**src/sv/wpq_pkg.sv**
```systemverilog
// Shared widths, constants and control structs of the widest-path query core.
// No dependencies; imported by the sequencer, the top level and the checker.
package wpq_pkg;

   localparam int MAX_NODES_DEF = 16;
   localparam int CAP_W         = 17;
   localparam int NODE_W        = 4;
   localparam int NC_W          = 5;

   localparam logic [NC_W-1:0]  NC_RESET        = 5'd16;
   localparam logic [CAP_W-1:0] CAP_MAX         = 17'd100000;
   localparam logic [CAP_W-1:0] SAME_NODE_WIDTH = 17'd100001;

   localparam logic OP_WRITE = 1'b0;
   localparam logic OP_QUERY = 1'b1;

   typedef struct packed {
      logic idle;
      logic clr_row;
      logic init_q;
      logic row_read;
      logic u_inc;
      logic u_clr;
      logic round_inc;
      logic sel_dst;
      logic emit;
      logic res_special;
   } ctrl_word_type;

   typedef struct packed {
      logic query_go;
      logic special;
      logic last_row;
      logic row_end;
      logic round_end;
   } status_type;

endpackage

```
**src/sv/wpq_sequencer.sv**
```systemverilog
// Microcoded sequencer: step counter, control ROM and conditional jumps.
// Depends on wpq_pkg for the control word and status structs.
module wpq_sequencer
   import wpq_pkg::*;
(
   input  logic          clock,
   input  logic          reset,
   input  status_type    status,
   output ctrl_word_type ctrl
);

   typedef enum logic [2:0] {
      S_CLEAR, S_IDLE, S_CHECK, S_ROW, S_DRAIN, S_ROUND, S_FETCH, S_SPECIAL
   } step_type;

   typedef enum logic [2:0] {
      C_ALWAYS, C_QUERY, C_SPECIAL, C_LAST_ROW, C_ROW_END, C_ROUND_END
   } cond_type;

   typedef struct packed {
      ctrl_word_type ctrl;
      cond_type      cond;
      step_type      jump_t;
      step_type      jump_f;
   } rom_word_type;

   function automatic rom_word_type rom_read(input step_type step);
      rom_word_type w;
      w = '0;
      unique case (step)
         S_CLEAR: begin
            w.ctrl.clr_row = 1'b1;
            w.ctrl.u_inc   = 1'b1;
            w.cond         = C_LAST_ROW;
            w.jump_t       = S_IDLE;
            w.jump_f       = S_CLEAR;
         end
         S_IDLE: begin
            w.ctrl.idle = 1'b1;
            w.cond      = C_QUERY;
            w.jump_t    = S_CHECK;
            w.jump_f    = S_IDLE;
         end
         S_CHECK: begin
            w.ctrl.init_q = 1'b1;
            w.ctrl.u_clr  = 1'b1;
            w.cond        = C_SPECIAL;
            w.jump_t      = S_SPECIAL;
            w.jump_f      = S_ROW;
         end
         S_ROW: begin
            w.ctrl.row_read = 1'b1;
            w.ctrl.u_inc    = 1'b1;
            w.cond          = C_ROW_END;
            w.jump_t        = S_DRAIN;
            w.jump_f        = S_ROW;
         end
         S_DRAIN: begin
            w.cond   = C_ALWAYS;
            w.jump_t = S_ROUND;
            w.jump_f = S_ROUND;
         end
         S_ROUND: begin
            w.ctrl.round_inc = 1'b1;
            w.ctrl.u_clr     = 1'b1;
            w.cond           = C_ROUND_END;
            w.jump_t         = S_FETCH;
            w.jump_f         = S_ROW;
         end
         S_FETCH: begin
            w.ctrl.sel_dst = 1'b1;
            w.ctrl.emit    = 1'b1;
            w.cond         = C_ALWAYS;
            w.jump_t       = S_IDLE;
            w.jump_f       = S_IDLE;
         end
         S_SPECIAL: begin
            w.ctrl.emit        = 1'b1;
            w.ctrl.res_special = 1'b1;
            w.cond             = C_ALWAYS;
            w.jump_t           = S_IDLE;
            w.jump_f           = S_IDLE;
         end
      endcase
      return w;
   endfunction

   step_type     step_ff;
   step_type     step_in;
   rom_word_type word;
   logic         take;

   always_comb begin
      word = rom_read(step_ff);
      unique case (word.cond)
         C_ALWAYS:    take = 1'b1;
         C_QUERY:     take = status.query_go;
         C_SPECIAL:   take = status.special;
         C_LAST_ROW:  take = status.last_row;
         C_ROW_END:   take = status.row_end;
         C_ROUND_END: take = status.round_end;
         default:     take = 1'b0;
      endcase
      step_in = take ? word.jump_t : word.jump_f;
      ctrl    = word.ctrl;
   end

   always_ff @(posedge clock) begin
      if (reset) begin
         step_ff <= S_CLEAR;
      end else begin
         step_ff <= step_in;
      end
   end

endmodule

```
**config.mk**
```make
export PLATFORM = sky130hd
export DESIGN_NAME = wpq_sequencer
export DESIGN_NICKNAME = d
export VERILOG_FILES = /design/src/sv/wpq_pkg.sv /design/src/sv/wpq_sequencer.sv
export SDC_FILE = /design/constraint.sdc
export NUM_CORES = 1
export LEC_CHECK = 0
export ABC_AREA = 1
export BUFFER_PORTS_ARGS = -buffer_cell sky130_fd_sc_hd__buf_4
export CORE_AREA = 5 5 42 44
export CTS_BUF_LIST = sky130_fd_sc_hd__clkbuf_4
export CTS_CLUSTER_SIZE = 10
export DETAILED_ROUTE_END_ITERATION = 8
export DIE_AREA = 0 0 47 49
export HOLD_SLACK_MARGIN = 0.02
export SLEW_MARGIN = 20
export SYNTH_ARGS = -nofsm -noshare
export SYNTH_HDL_FRONTEND = slang
export SYNTH_SLANG_ARGS = --single-unit
```
**constraint.sdc**
```tcl
create_clock -name clock -period 2.54 [get_ports clock]
set_input_delay 0.508 -clock clock [delete_from_list [all_inputs] [get_ports clock]]
set_output_delay 0.508 -clock clock [all_outputs]
set_load 0.01 [all_outputs]
```
==> results of run 1 <==
[kinds of logic (layout without fill, tap and decap cells)]
group | after synthesis | in the layout | synth area share (%)
AOI/OAI and AO/OA | 3 | 3 | 6.15
buffers and inverters | 11 | 29 | 19.3
DFF | 3 | 3 | 19.7
and+or+nand+nor | 33 | 33 | 54.9
[per-layer routing]
metal	global-route usage (%)	up-vias
li1	-	191
met4	4.15	0
met1	9.39	135
met5	0	-
met3	1.48	0
met2	8.82	11
[worst register-to-register path, stage by stage, from the launching register on]
cell                      delay, ps
sky130_fd_sc_hd__dfxtp_1        570
sky130_fd_sc_hd__inv_2           60
sky130_fd_sc_hd__nand2_1         60
sky130_fd_sc_hd__nand3_1         60
sky130_fd_sc_hd__nand2_1         60
sky130_fd_sc_hd__nand2_1        100
sky130_fd_sc_hd__nand2_1        110
sky130_fd_sc_hd__nand2_1         70
sky130_fd_sc_hd__a21oi_2        100
[stage by stage]
| stage | hold slack, ps | worst slack [ps] | cells | power, W | utilization [%] |
|---|---|---|---|---|---|
| after floorplan | 570 | 1050 | 50 | 0.000377 | - |
| after global placement | 689 | 1020 | 80 | 0.000481 | 30.0 |
| after detailed placement | 684 | 998 | 80 | 0.000484 | 30.0 |
| after CTS | 439 | 739 | 84 | 0.000582 | 32.1 |
| after global routing | 442 | 626 | 84 | 0.000631 | 32.1 |
| final | 446 | 755 | 84 | 0.000570 | 32.1 |
[final cells by class]
cell class / instances / area, um2
Clock buffer: 4 / 30.0
Multi-Input combinational cell: 36 / 186
Inverter: 9 / 33.8
Tap cell: 16 / 20.0
Sequential cell: 3 / 60.1
Timing Repair Buffer: 16 / 120
Fill cell: 169 / 951
[cells in the mapped netlist (all sizes together)]
library cell   n
nor2          10
dfxtp          3
clkbuf         1
nand3          7
nand2         15
buf            1
nand4          1
a21oi          3
inv            9
[power groups by stage]
| stage | sequential, W | combinational (W) | clock [W] |
|---|---|---|---|
| 3_5_place_dp | 0.000119 | 0.000366 | 0 |
| 3_3_place_gp | 0.000119 | 0.000362 | 0 |
| 2_1_floorplan | 0.0000823 | 0.000294 | 0 |
| 4_1_cts | 0.000118 | 0.000368 | 0.0000957 |
| 5_1_grt | 0.000125 | 0.000406 | 0.0000998 |
| 6_report | 0.000118 | 0.000361 | 0.0000916 |
[final timing paths]
| path | startpoint | end | slack [ps] | depth (start not counted) |
|---|---|---|---|---|
| setup reg to reg | step_ff[0]$_SDFF_PP0_ | step_ff[1]$_SDFF_PP0_ | 1290 | 8 |
| hold / removal | reset | step_ff[1]$_SDFF_PP0_ | 450 | 2 |
| hold reg to reg | step_ff[1]$_SDFF_PP0_ | step_ff[2]$_SDFF_PP0_ | 720 | 4 |
| setup / recovery | step_ff[0]$_SDFF_PP0_ | ctrl[5] | 750 | 6 |
==> out/metrics.cfg, run 1 <==
[place]
gp_congestion=0.747
dp.final_hpwl_um=605
placed_area_um2=420
buffer_ports.inserted=16

[cts]
clk_transition_reported_paths_ps=40
postCtsSetupRepairBufs=0
htreeDepth=1
insertion_delay_ps=230
clock-sinks=3
numCtsBuffers=3
cts_hold_buf=0
clock_tree_from_tritoncts=built
max-clock-path-buffers=2
post_cts_resized=0
clock_root_buffer_master=sky130_fd_sc_hd__clkbuf_4

[synthesis]
postSynthRegisterBits=3
synth_area_um2=305
synth_top_cells_by_area=sky130_fd_sc_hd__dfxtp_1 20%, sky130_fd_sc_hd__nand2_1 16%, sky130_fd_sc_hd__nand3_1 11%
synth_seq_area_share_pct=19.7
synth-warning-count=0
synth_area_per_cell_um2=6.11
synth_cell_type_count=14
synth_largest_area_cell=sky130_fd_sc_hd__dfxtp_1
syn_nets=57
syn-instance-count=50
synth.top_cell.area_share_pct=19.7

[route]
first_pass_iters=2
drt.antenna.violating_nets=0
route.detailed.vias_per_inst=4.01
postRouteWirelength_um=728
route.layer.met1.wl_um=356
met3_wirelength_um=61
route.top_layer_used=met3
detailroute.wirelength.met2_um=309
drt-initial-drc-count=1
route.detailed.drc=0
vias=337
route.detailed.wl_per_inst_um=8.67

[power_and_ir_drop]
share_clk_of_total_power_pct=16.1
max-vdd-ir-drop_v=0.000462
total_switching_power_w=0.000271
share_comb_of_total_power_pct=63.2
seq_power_share_pct=20.7
power.leakage_nw=0.272
p_sw_share_pct=47.5
powerDensity_nw_per_um2=1270
p_int_w=0.000299

[floorplan]
placementRows=14
io-pin-count=17
die_area_um2=2300
core_region_area_um2=1400
die_width_um=47
floorplan.initialDensity_pct=21.8
chipHeight_um=49

[setup_path]
critPathKind=reg2out
timing.critical_path.slowest_cell_delay_ps=430
cp_top_family=flip-flops
setup.worst_path.end_class=output port
cells_along_the_critical_path=nor2_4, inv_1, nor2_1, inv_1, nand2_1, buf_4
cp_data_arrival_time_ps=1280
critPathSlowestCell=sky130_fd_sc_hd__dfxtp_1
timing.critical_path.mode_cell=sky130_fd_sc_hd__inv_1
worstPathRequired_ps=2030
crit_path_max_fanout=9
critical_path.startpoint_type=register
cp.buffers_inverters=3

[job]
maxCapViolCount=0

[global_route]
grt_start_max_net_pins=10
global_route_wire_length_before_repair_um=1150
first_global_vias=294
gr-total-overflow=0
number_of_antenna_violations_at_the_first_check_in_global_routing=0
track_usage_pct=6.68

[timing]
max_slew.worst_pin.slew_ps=424
achievable-frequency_ghz=0.560
timing.final.max_slew_violations=0
finalSetupTns_ps=0
rsz0062_at_grt=no
min_period_over_period_pct=70.3
relSlewSlack_pct=71.7
report.final.setup_viol=0
clock_skew_ps=4.39
hold_viol_final=0
final_period_minus_worst_setup_slack_ps=1790

[hold_path]
min_path_type=in2reg

[finish]
finish.net_count=76
post_route_cells_drive_above_1_share_pct=41.2
top_register=step_ff
most_frequent_cells_in_the_layout=16 x sky130_fd_sc_hd__buf_4, 13 x sky130_fd_sc_hd__nand2_1, 7 x sky130_fd_sc_hd__nor2_1, 7 x sky130_fd_sc_hd__inv_1, 7 x sky130_fd_sc_hd__nand3_1
flow.area_growth_from_synthesis_pct=47.5
final_design_area_no_fill_um2=450
most_common_cell_after_layout_fill_and_taps_aside=sky130_fd_sc_hd__buf_4
largest_regs=step_ff: 3 flops
largest_reg_flops=3
antenna_cells=0

[run_status]
run_status=complete, no violations

Note: power is estimated with default switching activity, not from simulation.
==> inputs of run 2 (changes only) <==
- clock period: 2.54 -> 1.5 ns (I/O delays scaled with it)
==> run 2 against run 1 <==
Net effect:
- power rose by 78%
- design area up 3.6%
- largest power group unchanged
- worst setup slack worse by 690 ps
- wire length grew 4.3%
- flip-flop and latch count is the same
- via count increased by 7.4%
- non-clock buffer count rose by 1
- global-route usage up 0.77 points
- largest cell class unchanged
==> out/metrics.cfg, run 2 (synthesis results as in run 1) <==
[run_status]
run_status=complete, no violations

[floorplan]
core_region_area_um2=1400  ; unchanged
io-pin-count=17  ; unchanged
die_width_um=47  ; unchanged
die_area_um2=2300  ; unchanged
chipHeight_um=49  ; unchanged
placementRows=14  ; unchanged
floorplan.initialDensity_pct=21.8  ; unchanged

[timing]
clock_skew_ps=3.41  ; -0.988 ps
rsz0062_at_grt=yes
hold_viol_final=0  ; unchanged
final_period_minus_worst_setup_slack_ps=1430
achievable-frequency_ghz=0.699
report.final.setup_viol=0  ; unchanged
max_slew.worst_pin.slew_ps=188  ; -235 ps
timing.final.max_slew_violations=0  ; unchanged
timing.hold.ws_ps=232  ; -214 ps
min_period_over_period_pct=95.4
relSlewSlack_pct=87.4  ; +16 points

[setup_path]
worstRegToRegCells=8  ; unchanged
critPathSlowestCell=sky130_fd_sc_hd__dfxtp_4
critPathKind=reg2out
crit_path_max_fanout=7  ; -2
cells_along_the_critical_path=nor2_4, inv_1, nor2_2, inv_1, nand2_1, buf_4
reg2reg_from=step_ff[0]$_SDFF_PP0_
worstPathRequired_ps=1200  ; -830 ps
timing.critical_path.slowest_cell_delay_ps=360  ; -70 ps
rr_endpoint=step_ff[1]$_SDFF_PP0_
critical_path.startpoint_type=register
rrSetupSlack_ps=360  ; -930 ps
timing.critical_path.mode_cell=sky130_fd_sc_hd__inv_1
setup.worst_path.end_class=output port
cp_data_arrival_time_ps=1130  ; -150 ps

[place]
dp.final_hpwl_um=619  ; +2.2%
place_inst=81  ; +1.3%
buffer_ports.inserted=16  ; unchanged
gp_congestion=0.757  ; +1.4%

[route]
drt-initial-drc-count=2  ; +1
first_pass_iters=4  ; +2
postRouteWirelength_um=759  ; +4.3%
route.detailed.drc=0  ; unchanged
vias=362  ; +7.4%
route.detailed.vias_per_inst=4.26  ; +6.2%
drt.antenna.violating_nets=0  ; unchanged
route.detailed.wl_per_inst_um=8.93  ; +3.0%

[global_route]
first_global_vias=336  ; +14%
global_route_wire_length_before_repair_um=1280  ; +11%
track_usage_pct=7.45  ; +0.77 points
grt_start_max_net_pins=10  ; unchanged
number_of_antenna_violations_at_the_first_check_in_global_routing=0  ; unchanged
gr-total-overflow=0  ; unchanged

[finish]
largest_regs=step_ff: 3 flops
fill_cells=170  ; +0.59%
largest_reg_flops=3  ; unchanged
stdcell_count=85  ; +1.2%
post_route_cells_drive_above_1_share_pct=47.8  ; +6.6 points
antenna_cells=0  ; unchanged
layout.area.seq_um2=66.3  ; +10%
multi_input_area_um2=189  ; +1.3%
flow.area_growth_from_synthesis_pct=52.9
top_register=step_ff
most_common_cell_after_layout_fill_and_taps_aside=sky130_fd_sc_hd__buf_4
most_frequent_cells_in_the_layout=17 x sky130_fd_sc_hd__buf_4, 13 x sky130_fd_sc_hd__nand2_1, 7 x sky130_fd_sc_hd__inv_1, 7 x sky130_fd_sc_hd__nand3_1, 6 x sky130_fd_sc_hd__nor2_1
finish.net_count=77  ; +1.3%

[cts]
clock-sinks=3  ; unchanged
numCtsBuffers=3  ; unchanged
clock_tree_from_tritoncts=built
clk_transition_reported_paths_ps=40  ; about the same
clock_root_buffer_master=sky130_fd_sc_hd__clkbuf_4
insertion_delay_ps=230  ; about the same
htreeDepth=1  ; unchanged
max-clock-path-buffers=2  ; unchanged
postCtsSetupRepairBufs=0  ; unchanged

[power_and_ir_drop]
max-vdd-ir-drop_v=0.000774  ; +68%
powerDensity_nw_per_um2=2170  ; +72%
power.leakage_nw=0.280  ; +2.6%

[hold_path]
hold_path_startpoint=reset
end_of_the_worst_hold_path=step_ff[1]$_SDFF_PP0_
min_path_type=in2reg
timing.hold.worst_path_depth=2  ; unchanged

[job]
maxCapViolCount=0  ; unchanged

-- run 2: cell types whose count changed in the layout (fill, tap and decap cells not counted) --
cell                      before  now
sky130_fd_sc_hd__buf_4        16   17
sky130_fd_sc_hd__dfxtp_1       3    0
sky130_fd_sc_hd__dfxtp_2       0    2
sky130_fd_sc_hd__dfxtp_4       0    1
sky130_fd_sc_hd__nor2_1        7    6
sky130_fd_sc_hd__nor2_2        1    2
-- run 2: per-stage QoR --
step                      setup slack (ps)  power, W  TNS, ps  area, um2  utilization, %
after global routing                 -29.7   0.00112    -29.7        467            33.3
final                                 69.1   0.00101        0        467            33.3
after global placement                 238  0.000839        0        428            30.5
after CTS                             22.8   0.00101        0        460            32.9
after floorplan                        220  0.000638        0        305               -
after detailed placement               226  0.000837        0        428            30.5
-- run 2: layer usage --
metal  GRT usage [%]  part of all wire [%]
met5               0                     0
met4            1.38                     0
met3            4.43                    10
met2            10.6                    42
met1            9.61                    47
-- run 2: timing repair --
item,CTS,global route
pin swaps,1,1
setup endpoints to repair,2,4
gates resized for setup,2,3
hold buffers,0,0
-- run 2: worst max path at each step --
stage                          startpoint               endpoint  slack (ps)
finish              step_ff[0]$_SDFF_PP0_                ctrl[5]          70
global route        step_ff[0]$_SDFF_PP0_                ctrl[5]         -30
CTS                 step_ff[2]$_SDFF_PP0_                ctrl[5]          20
detailed placement  step_ff[0]$_SDFF_PP0_  step_ff[1]$_SDFF_PP0_         230
global placement    step_ff[2]$_SDFF_PP0_                ctrl[5]         240
floorplan           step_ff[0]$_SDFF_PP0_                ctrl[5]         220
-- run 2: final cells by class --
type / count / share of cell area (%)
clock buffers: 4 / 6.43
inverters: 9 / 7.24
multi-input cells: 36 / 40.5
flip-flops and latches: 3 / 14.2
well taps: 16 / 4.29
repair buffers: 17 / 27.3
-- run 2: critical path, delay by kind of cell (launching register included) --
family                 cells  cell delay (ps)
buffers and inverters      3              230
and+or+nand+nor            3              290
DFF                        1              360
-- run 2: report_power, final --
group          total, W  internal (W)  switching (W)  leakage, nW
Combinational  0.000654      0.000298       0.000356        0.235
Sequential     0.000204      0.000127      0.0000765       0.0261
Clock          0.000157      0.000118      0.0000395       0.0184
Total           0.00101      0.000543       0.000472        0.280
